$ cat config.mk
export PLATFORM = sky130hd
export DESIGN_NAME = dual_fan_tach_speed_regulator
export DESIGN_NICKNAME = d
export VERILOG_FILES = /design/src/sv/dfts_pkg.sv /design/src/sv/dfts_step.sv /design/src/sv/dual_fan_tach_speed_regulator.sv
export SDC_FILE = /design/constraint.sdc
export NUM_CORES = 1
export LEC_CHECK = 0
export BUFFER_PORTS_ARGS = -buffer_cell sky130_fd_sc_hd__clkbuf_2
export CAP_MARGIN = 20
export CORE_UTILIZATION = 55
export CTS_BUF_LIST = sky130_fd_sc_hd__clkbuf_4
export DETAILED_ROUTE_END_ITERATION = 10
export PLACE_DENSITY = 0.79
export SLEW_MARGIN = 5
export SYNTH_ARGS = -nofsm -noshare
export SYNTH_HDL_FRONTEND = slang
export SYNTH_SLANG_ARGS = --single-unit
$ cat constraint.sdc
create_clock -name clk -period 16.35 [get_ports clk]
set_clock_uncertainty 0.2 [all_clocks]
set_input_delay 0 -clock clk [delete_from_list [all_inputs] [get_ports clk]]
set_output_delay 0 -clock clk [all_outputs]
set_load 0.02 [all_outputs]
$ cat src/sv/dfts_pkg.sv
package dfts_pkg;

	localparam int unsigned FREQ_LIMIT_DEF = 200;

	localparam int unsigned CNT_W   = 8;
	localparam int unsigned SPEED_W = 13;
	localparam int unsigned DUTY_W  = 9;
	localparam int unsigned TGT_W   = 13;
	localparam int unsigned RUN_W   = 2;
	localparam int unsigned IDX_W   = 2;

	localparam int unsigned IN_DATA_W  = 8;
	localparam int unsigned IN_USER_W  = 2;
	localparam int unsigned OUT_DATA_W = 48;

	localparam logic [TGT_W-1:0] TGT_MIN = 13'd1000;
	localparam logic [TGT_W-1:0] TGT_MAX = 13'd5000;

	localparam logic [SPEED_W:0] BAND_FINE   = 14'd30;
	localparam logic [SPEED_W:0] BAND_MID    = 14'd240;
	localparam logic [SPEED_W:0] BAND_COARSE = 14'd510;

	localparam logic [DUTY_W-1:0] DUTY_MAX       = 9'd400;
	localparam logic [DUTY_W-1:0] DUTY_STEP_HIGH = 9'd384;
	localparam logic [DUTY_W-1:0] STEP_COARSE    = 9'd16;
	localparam logic [DUTY_W-1:0] STEP_MID       = 9'd8;
	localparam logic [DUTY_W-1:0] STEP_FINE      = 9'd1;
	localparam logic [DUTY_W-1:0] FLOOR_COARSE   = 9'd32;
	localparam logic [DUTY_W-1:0] FLOOR_MID      = 9'd8;
	localparam logic [DUTY_W-1:0] FLOOR_FINE     = 9'd2;

	typedef enum logic [1:0] {
		OP_PULSE = 2'd0,
		OP_CLEAR = 2'd1,
		OP_LATCH = 2'd2,
		OP_TICK  = 2'd3
	} op_t;

	localparam logic [IDX_W-1:0] REG_TARGET_A = 2'd0;
	localparam logic [IDX_W-1:0] REG_TARGET_B = 2'd1;
	localparam logic [IDX_W-1:0] REG_RUN_MASK = 2'd2;

	typedef struct packed {
		logic [DUTY_W-1:0] duty;
		logic              wr;
	} dfts_step_t;

endpackage

$ cat src/sv/dfts_step.sv
module dfts_step (
	input  logic [dfts_pkg::TGT_W-1:0]   target,
	input  logic [dfts_pkg::SPEED_W-1:0] speed,
	input  logic [dfts_pkg::DUTY_W-1:0]  duty,
	output dfts_pkg::dfts_step_t         result
);
	import dfts_pkg::*;

	logic [SPEED_W:0] t;
	logic [SPEED_W:0] s;
	logic [DUTY_W-1:0] d;

	always_comb begin
		if (target < TGT_MIN) begin
			t = {1'b0, TGT_MIN};
		end else if (target > TGT_MAX) begin
			t = {1'b0, TGT_MAX};
		end else begin
			t = {1'b0, target};
		end
	end

	assign s = {1'b0, speed};

	// dead band of +-30 rpm, wider steps further out
	always_comb begin
		d = duty;
		result.wr = 1'b1;
		if (s > t + BAND_FINE) begin
			if (s > t + BAND_COARSE) begin
				if (duty > FLOOR_COARSE) d = duty - STEP_COARSE;
			end else if (s > t + BAND_MID) begin
				if (duty > FLOOR_MID) d = duty - STEP_MID;
			end else begin
				if (duty > FLOOR_FINE) d = duty - STEP_FINE;
			end
		end else if (s + BAND_FINE < t) begin
			if (s + BAND_COARSE < t) begin
				if (duty < DUTY_STEP_HIGH) d = duty + STEP_COARSE;
			end else if (s + BAND_MID < t) begin
				if (duty < DUTY_STEP_HIGH) d = duty + STEP_MID;
			end else begin
				if (duty < DUTY_MAX) d = duty + STEP_FINE;
			end
		end else begin
			result.wr = 1'b0;
		end
		result.duty = d;
	end

endmodule

$ cat src/sv/dual_fan_tach_speed_regulator.sv
// channel | direction | handshake                    | payload
// s_axis  | in        | s_axis_tvalid/s_axis_tready  | tdata fan_select, tuser op
// m_axis  | out       | m_axis_tvalid/m_axis_tready  | tdata duty, speed, pwm_write
// cfg     | in        | cfg_valid/cfg_ready          | cfg_index, cfg_data
//
// every item gives one result, registered in the cycle after it is accepted; a new item can
// be taken each cycle, limited only by the single output register.
// s_axis_tready drops only while a result is held and m_axis_tready is low.
// arst_n clears all counters, frequencies, speeds and duties and loads the
// register reset values; cfg_ready is always high.
module dual_fan_tach_speed_regulator #(
	parameter int unsigned FREQ_LIMIT = dfts_pkg::FREQ_LIMIT_DEF
) (
	input  logic                               clk,
	input  logic                               arst_n,
	input  logic                               s_axis_tvalid,
	output logic                               s_axis_tready,
	// [0] fan_select, [7:1] zero
	input  logic [dfts_pkg::IN_DATA_W-1:0]     s_axis_tdata,
	// [1:0] op
	input  logic [dfts_pkg::IN_USER_W-1:0]     s_axis_tuser,
	output logic                               m_axis_tvalid,
	input  logic                               m_axis_tready,
	// [8:0] duty_a, [17:9] duty_b, [30:18] speed_a, [43:31] speed_b,
	// [44] pwm_write_a, [45] pwm_write_b, [47:46] zero
	output logic [dfts_pkg::OUT_DATA_W-1:0]    m_axis_tdata,
	input  logic                               cfg_valid,
	output logic                               cfg_ready,
	input  logic [dfts_pkg::IDX_W-1:0]         cfg_index,
	input  logic [dfts_pkg::TGT_W-1:0]         cfg_data
);
	import dfts_pkg::*;

	localparam logic [CNT_W-1:0] FreqLim = CNT_W'(FREQ_LIMIT);
	localparam logic [CNT_W-1:0] CntMax  = {CNT_W{1'b1}};
	localparam logic [CNT_W-1:0] CntOne  = CNT_W'(1);

	logic [TGT_W-1:0]   tgt_q [2];
	logic [RUN_W-1:0]   run_q;
	logic [CNT_W-1:0]   pulse_q [2];
	logic [CNT_W-1:0]   freq_q [2];
	logic [SPEED_W-1:0] speed_q [2];
	logic [DUTY_W-1:0]  duty_q [2];
	logic               m_valid_q;
	logic [OUT_DATA_W-1:0] m_data_q;

	logic [CNT_W-1:0]   pulse_d [2];
	logic [CNT_W-1:0]   freq_d [2];
	logic [SPEED_W-1:0] speed_d [2];
	logic [DUTY_W-1:0]  duty_d [2];
	logic [DUTY_W-1:0]  duty_in [2];
	logic [SPEED_W-1:0] speed_new [2];
	logic [1:0]         wr_d;
	logic [1:0]         running;
	logic [1:0]         running_cfg;
	logic [TGT_W-1:0]   tgt_cfg [2];
	logic [RUN_W-1:0]   run_cfg;
	dfts_step_t         step [2];
	op_t                op;
	logic               sel;
	logic               in_acc;
	logic               cfg_acc;

	assign s_axis_tready = !m_valid_q || m_axis_tready;
	assign in_acc        = s_axis_tvalid && s_axis_tready;
	assign cfg_ready     = 1'b1;
	assign cfg_acc       = cfg_valid;
	assign m_axis_tvalid = m_valid_q;
	assign m_axis_tdata  = m_data_q;

	assign op  = op_t'(s_axis_tuser);
	assign sel = s_axis_tdata[0];

	for (genvar k = 0; k < 2; k++) begin : g_fan
		assign running[k]   = run_q[k] && (tgt_q[k] != '0);
		assign duty_in[k]   = running[k] ? duty_q[k] : '0;
		// 30*f as 32*f - 2*f
		assign speed_new[k] = SPEED_W'(({5'b0, freq_q[k]} << 5) - ({5'b0, freq_q[k]} << 1));

		dfts_step u_step (
			.target (tgt_q[k]),
			.speed  (speed_new[k]),
			.duty   (duty_in[k]),
			.result (step[k])
		);

		assign running_cfg[k] = run_cfg[k] && (tgt_cfg[k] != '0);
	end

	always_comb begin
		for (int k = 0; k < 2; k++) begin
			pulse_d[k] = pulse_q[k];
			freq_d[k]  = freq_q[k];
			speed_d[k] = speed_q[k];
			duty_d[k]  = duty_in[k];
			wr_d[k]    = 1'b0;
		end
		case (op)
			OP_PULSE: begin
				if (pulse_q[sel] < CntMax) pulse_d[sel] = pulse_q[sel] + CntOne;
			end
			OP_CLEAR: begin
				for (int k = 0; k < 2; k++) pulse_d[k] = '0;
			end
			OP_LATCH: begin
				for (int k = 0; k < 2; k++) begin
					freq_d[k]  = (pulse_q[k] > FreqLim) ? FreqLim : pulse_q[k];
					pulse_d[k] = '0;
				end
			end
			OP_TICK: begin
				for (int k = 0; k < 2; k++) begin
					if (running[k]) begin
						speed_d[k] = speed_new[k];
						duty_d[k]  = step[k].duty;
						wr_d[k]    = step[k].wr;
					end
				end
			end
			default: ;
		endcase
	end

	always_comb begin
		tgt_cfg[0] = tgt_q[0];
		tgt_cfg[1] = tgt_q[1];
		run_cfg    = run_q;
		case (cfg_index)
			REG_TARGET_A: tgt_cfg[0] = cfg_data;
			REG_TARGET_B: tgt_cfg[1] = cfg_data;
			REG_RUN_MASK: run_cfg    = cfg_data[RUN_W-1:0];
			default: ;
		endcase
	end

	always_ff @(posedge clk or negedge arst_n) begin
		if (!arst_n) begin
			tgt_q[0]   <= TGT_MIN;
			tgt_q[1]   <= TGT_MIN;
			run_q      <= '1;
			pulse_q[0] <= '0;
			pulse_q[1] <= '0;
			freq_q[0]  <= '0;
			freq_q[1]  <= '0;
			speed_q[0] <= '0;
			speed_q[1] <= '0;
			duty_q[0]  <= '0;
			duty_q[1]  <= '0;
		end else begin
			if (in_acc) begin
				for (int k = 0; k < 2; k++) begin
					pulse_q[k] <= pulse_d[k];
					freq_q[k]  <= freq_d[k];
					speed_q[k] <= speed_d[k];
				end
			end
			if (cfg_acc) begin
				tgt_q[0] <= tgt_cfg[0];
				tgt_q[1] <= tgt_cfg[1];
				run_q    <= run_cfg;
			end
			// a fan that the write stops drops its duty at once
			for (int k = 0; k < 2; k++) begin
				if (cfg_acc && !running_cfg[k]) begin
					duty_q[k] <= '0;
				end else if (in_acc) begin
					duty_q[k] <= duty_d[k];
				end
			end
		end
	end

	always_ff @(posedge clk or negedge arst_n) begin
		if (!arst_n) begin
			m_valid_q <= 1'b0;
		end else if (in_acc) begin
			m_valid_q <= 1'b1;
		end else if (m_axis_tready) begin
			m_valid_q <= 1'b0;
		end
	end

	always_ff @(posedge clk) begin
		if (in_acc) begin
			m_data_q <= {2'b00, wr_d[1], wr_d[0], speed_d[1], speed_d[0],
				duty_d[1], duty_d[0]};
		end
	end

endmodule

==> key figures <==
Status
  • Run status: finished, final reports clean

Setup path
  • Slowest stage delay, CP: 0.81 ns
  • Slowest-stage cell, CP: a21oi_1
  • Crit Path Class: reg2reg
  • Crit start category: flop
  • Data required, critical path: 16.48 ns
  • CP most frequent cell: a21oi_1
  • Worst path cell trace: nand3_1, a21oi_1, o31ai_1, a21oi_1, inv_1, ha_1, a21oi_1, or2_2, a21oi_1, xnor2_1, ha_1, a2111oi_0, o21ai_0, a2111oi_0, a211oi_1, nor3_1, o21ai_0, o2111ai_1, a211oi_1, nand2b_1
  • WP data arrival: 7.10 ns
  • R2R Setup Slk: 9.38 ns
  • R2R cell count: 20
  • Reg2reg start: tgt_q[8]$_DFFE_PN1P_
  • Max FO, Critical Path: 11
  • Crit path to: m_axis_tdata[15]$_DFFE_PP_
  • Crit path from: tgt_q[8]$_DFFE_PN1P_
  • Kind of end point of the critical path: flop
  • Reg2reg end: m_axis_tdata[15]$_DFFE_PP_

Logic synthesis
  • Number of synthesized flops with an enable pin: 46
  • Post-synth cell types: 113
  • Ys flop type: dfrtp_1
  • Mapped Avg Cell Area: 8.48 um^2
  • Mux contribution to synthesized area: 4.56%
  • Post-synthesis simple-gate area fraction: 21.6%
  • Synth area leaders: dfrtp_1 15%, ha_1 14%, edfxtp_1 9.1%, nand2_1 5.1%, xnor2_1 4.2%
  • Synth warnings: 0
  • Xor/xnor share of the synthesized area: 6.20%
  • Main combinational cell family by area after synthesis: compound AO/OA/AOI/OAI gates
  • Mapped Area: 15,300 um^2
  • Async set-or-reset flop fraction in the synthesized netlist: 69.5%
  • Post-Synthesis Cells: 1,800
  • Synth Area in Adders: 13.9%
  • Sequential area share after synthesis: 26.4%
  • Compound-cell area share of the yosys netlist: 22.3%
  • Yosys top cell by area: dfrtp_1
  • Number of synthesized register bits: 151
  • Post-synth top area share: 14.9%

Timing
  • Slew Viols, Final: 0
  • Fin crit period: 6.97 ns
  • Final TNS setup: 0 ns
  • Final hold viol count: 0
  • Rel. slew slack: 31.1%
  • Hold WS: 0.0535 ns
  • RSZ-0062 raised after global routing: false
  • Part of the cycle the worst path needs: 42.6%
  • Final setup violation count: 0
  • Final WS setup: 9.38 ns
  • Worst-margin pin slew: 1.03 ns
  • Max Clk Rate: 0.143 GHz

GRT
  • Met3 Resource Use GR: 3.23%
  • Gr ovfl total: 0
  • Largest net degree at the start of global routing: 65
  • Vias in the first global route: 13,044
  • Initial antenna violation count: 1
  • First-pass GRT wire length: 68,400 um
  • Busiest layer in global routing: met2
  • Met1 Resource Use GR: 42.3%
  • Met2 Use GR: 47.8%
  • GRT Overall Usage: 29.9%

Routing
  • Total Wirelength: 42,500 um
  • Drt first-iter violations: 1,607
  • Residual DRC: 0
  • Wire per inst: 19.1 um
  • Routed Antenna Nets: 0
  • Drt first pass iters: 8
  • Vias: 14,166
  • Vias per inst: 6.38

Clocking
  • Clk Latency, worst-skew pair: 0.58 ns
  • CTS Root Cell: clkbuf_4
  • Post-CTS sizing: 0
  • Clock Path Buffers: 2
  • H-tree depth: 4
  • CTS Sinks: 151
  • Setup Buffers After CTS: 0
  • TritonCTS clock tree: done
  • Reg clk slew, reported paths: 0.15 ns
  • CTS Buf Count: 17

Pwr
  • Largest vdd supply drop: 0.109 mV
  • Sw Pwr: 1830 uW
  • Power Internal: 1570 uW
  • Logic pwr share: 75.3%
  • P per Cell Area: 209 nW/um^2
  • Final Power: 3400 uW
  • Clock network power share: 6.8%
  • Switching Fraction: 53.8%
  • Reg power frac: 17.9%
  • Pleak: 0.00708 uW

Flow run
  • Max-cap viol count: 0

Finish
  • Most frequent cells in the layout: 209 x nand2_1, 170 x ha_1, 121 x o21ai_0
  • Most common cell after layout, fill and taps aside: nand2_1
  • Fillers: 2,420
  • Area growth from synthesis to final layout: 6.79%
  • Layout cell share with drive strength beyond 1: 12.8%
  • Nets@finish: 2,034
  • Final non-filler cell total: 2,220

Place
  • Place WS: 9.56 ns
  • HPWL after DPL: 31,500 um
  • GP Congestion: 0.999
  • Dpl cells: 2,160
  • Port Buf Inserts: 70

Floorplanning
  • Core area: 27,100 um^2
  • # rows: 60
  • Die W: 169 um
  • Die area: 28,400 um^2
  • Die Y: 169 um
  • Starting Density: 56.3%
  • # IOs: 81

Worst hold path
  • Tightest Hold Check Type: in2reg
power by group through the flow:
stage | clock network (uW) | logic, uW | registers (uW)
after detailed placement | 0 | 2460 | 615
final | 231 | 2560 | 610
after global placement | 0 | 2400 | 610
after floorplan | 0 | 1900 | 584
after CTS | 234 | 2490 | 607
after global routing | 247 | 2820 | 624
stage by stage:
step / utilization (%) / area (um^2)
after global routing: 60.1 / 16300
after global placement: 58.1 / 15700
after floorplan: - / 15300
after CTS: 60.1 / 16300
final: 60.1 / 16300
after detailed placement: 58.1 / 15700
cells in the mapped netlist (22+ instances only):
| library cell | number |
|---|---|
| xnor2_1 | 73 |
| o21a_1 | 23 |
| xor2_1 | 30 |
| ha_1 | 170 |
| a21oi_1 | 93 |
| clkbuf_1 | 59 |
| mux2_2 | 52 |
| dfrtp_1 | 91 |
| nor3_1 | 61 |
| a31oi_1 | 22 |
| edfxtp_1 | 46 |
| a21o_1 | 28 |
| inv_1 | 82 |
| nand2_1 | 209 |
| nor2_1 | 114 |
| o21ai_0 | 121 |
| nand3_1 | 50 |
registers in the layout, indices dropped and copies added (netlist names):
signal,flops
pulse_q,16
tgt_q,26
m_axis_tdata,46
freq_q,16
run_q,2
speed_q,26
m_axis_tvalid,1
duty_q,18
how the worst min path moves through the flow:
stage / startpoint / end / slack [ns] / cells after the start
floorplan: arst_n / duty_q[0]$_DFFE_PN0P_ / -0.50 / 0
CTS: m_axis_tready / m_axis_tvalid$_DFFE_PN0P_ / 0.03 / 4
detailed placement: arst_n / duty_q[15]$_DFFE_PN0P_ / -0.14 / 1
finish: m_axis_tready / m_axis_tvalid$_DFFE_PN0P_ / 0.05 / 4
global route: m_axis_tready / m_axis_tvalid$_DFFE_PN0P_ / 0.06 / 4
global placement: arst_n / duty_q[17]$_DFFE_PN0P_ / -0.16 / 1
area by class of cell:
| type | instances | area [um^2] | share of cell area, % |
|---|---|---|---|
| Antenna cell | 1 | 2.50 | 0.0154 |
| Sequential cell | 151 | 4030 | 24.7 |
| Clock inverter | 15 | 131 | 0.806 |
| Inverter | 86 | 323 | 1.98 |
| Multi-Input combinational cell | 1471 | 10500 | 64.5 |
| Timing Repair Buffer | 107 | 716 | 4.39 |
| Tap cell | 372 | 465 | 2.86 |
| Clock buffer | 17 | 128 | 0.783 |
critical path, delay by kind of cell (launching register included):
family	cells	cell delay (ns)
AOI/OAI and AO/OA	12	3.72
xor gates and xnor gates	1	0.15
adders and majority gates	2	0.47
buffers and inverters	1	0.19
DFF	1	0.63
and+or+nand+nor	4	1.37
per-layer routing:
| metal | part of all wire, % | vias to the layer above | wire, um |
|---|---|---|---|
| li1 | - | 6733 | - |
| met1 | 45 | 6727 | 19000 |
| met2 | 45 | 612 | 19200 |
| met3 | 7.7 | 94 | 3260 |
| met4 | 2.4 | 0 | 1010 |
| met5 | 0 | - | 0 |
cells by family after synthesis:
logic type,count (synthesis)
mux,63
buf+inv,179
flops,151
compound gates,491
other cells,2
xor+xnor,105
fa+ha+maj,170
simple gates,639
repair_timing:
action,CTS,global route
endpoints found under the setup margin,0,0
hold buffers,27,0
hold endpoints to repair,120,0
No activity file was read; power rests on OpenSTA's default activity.
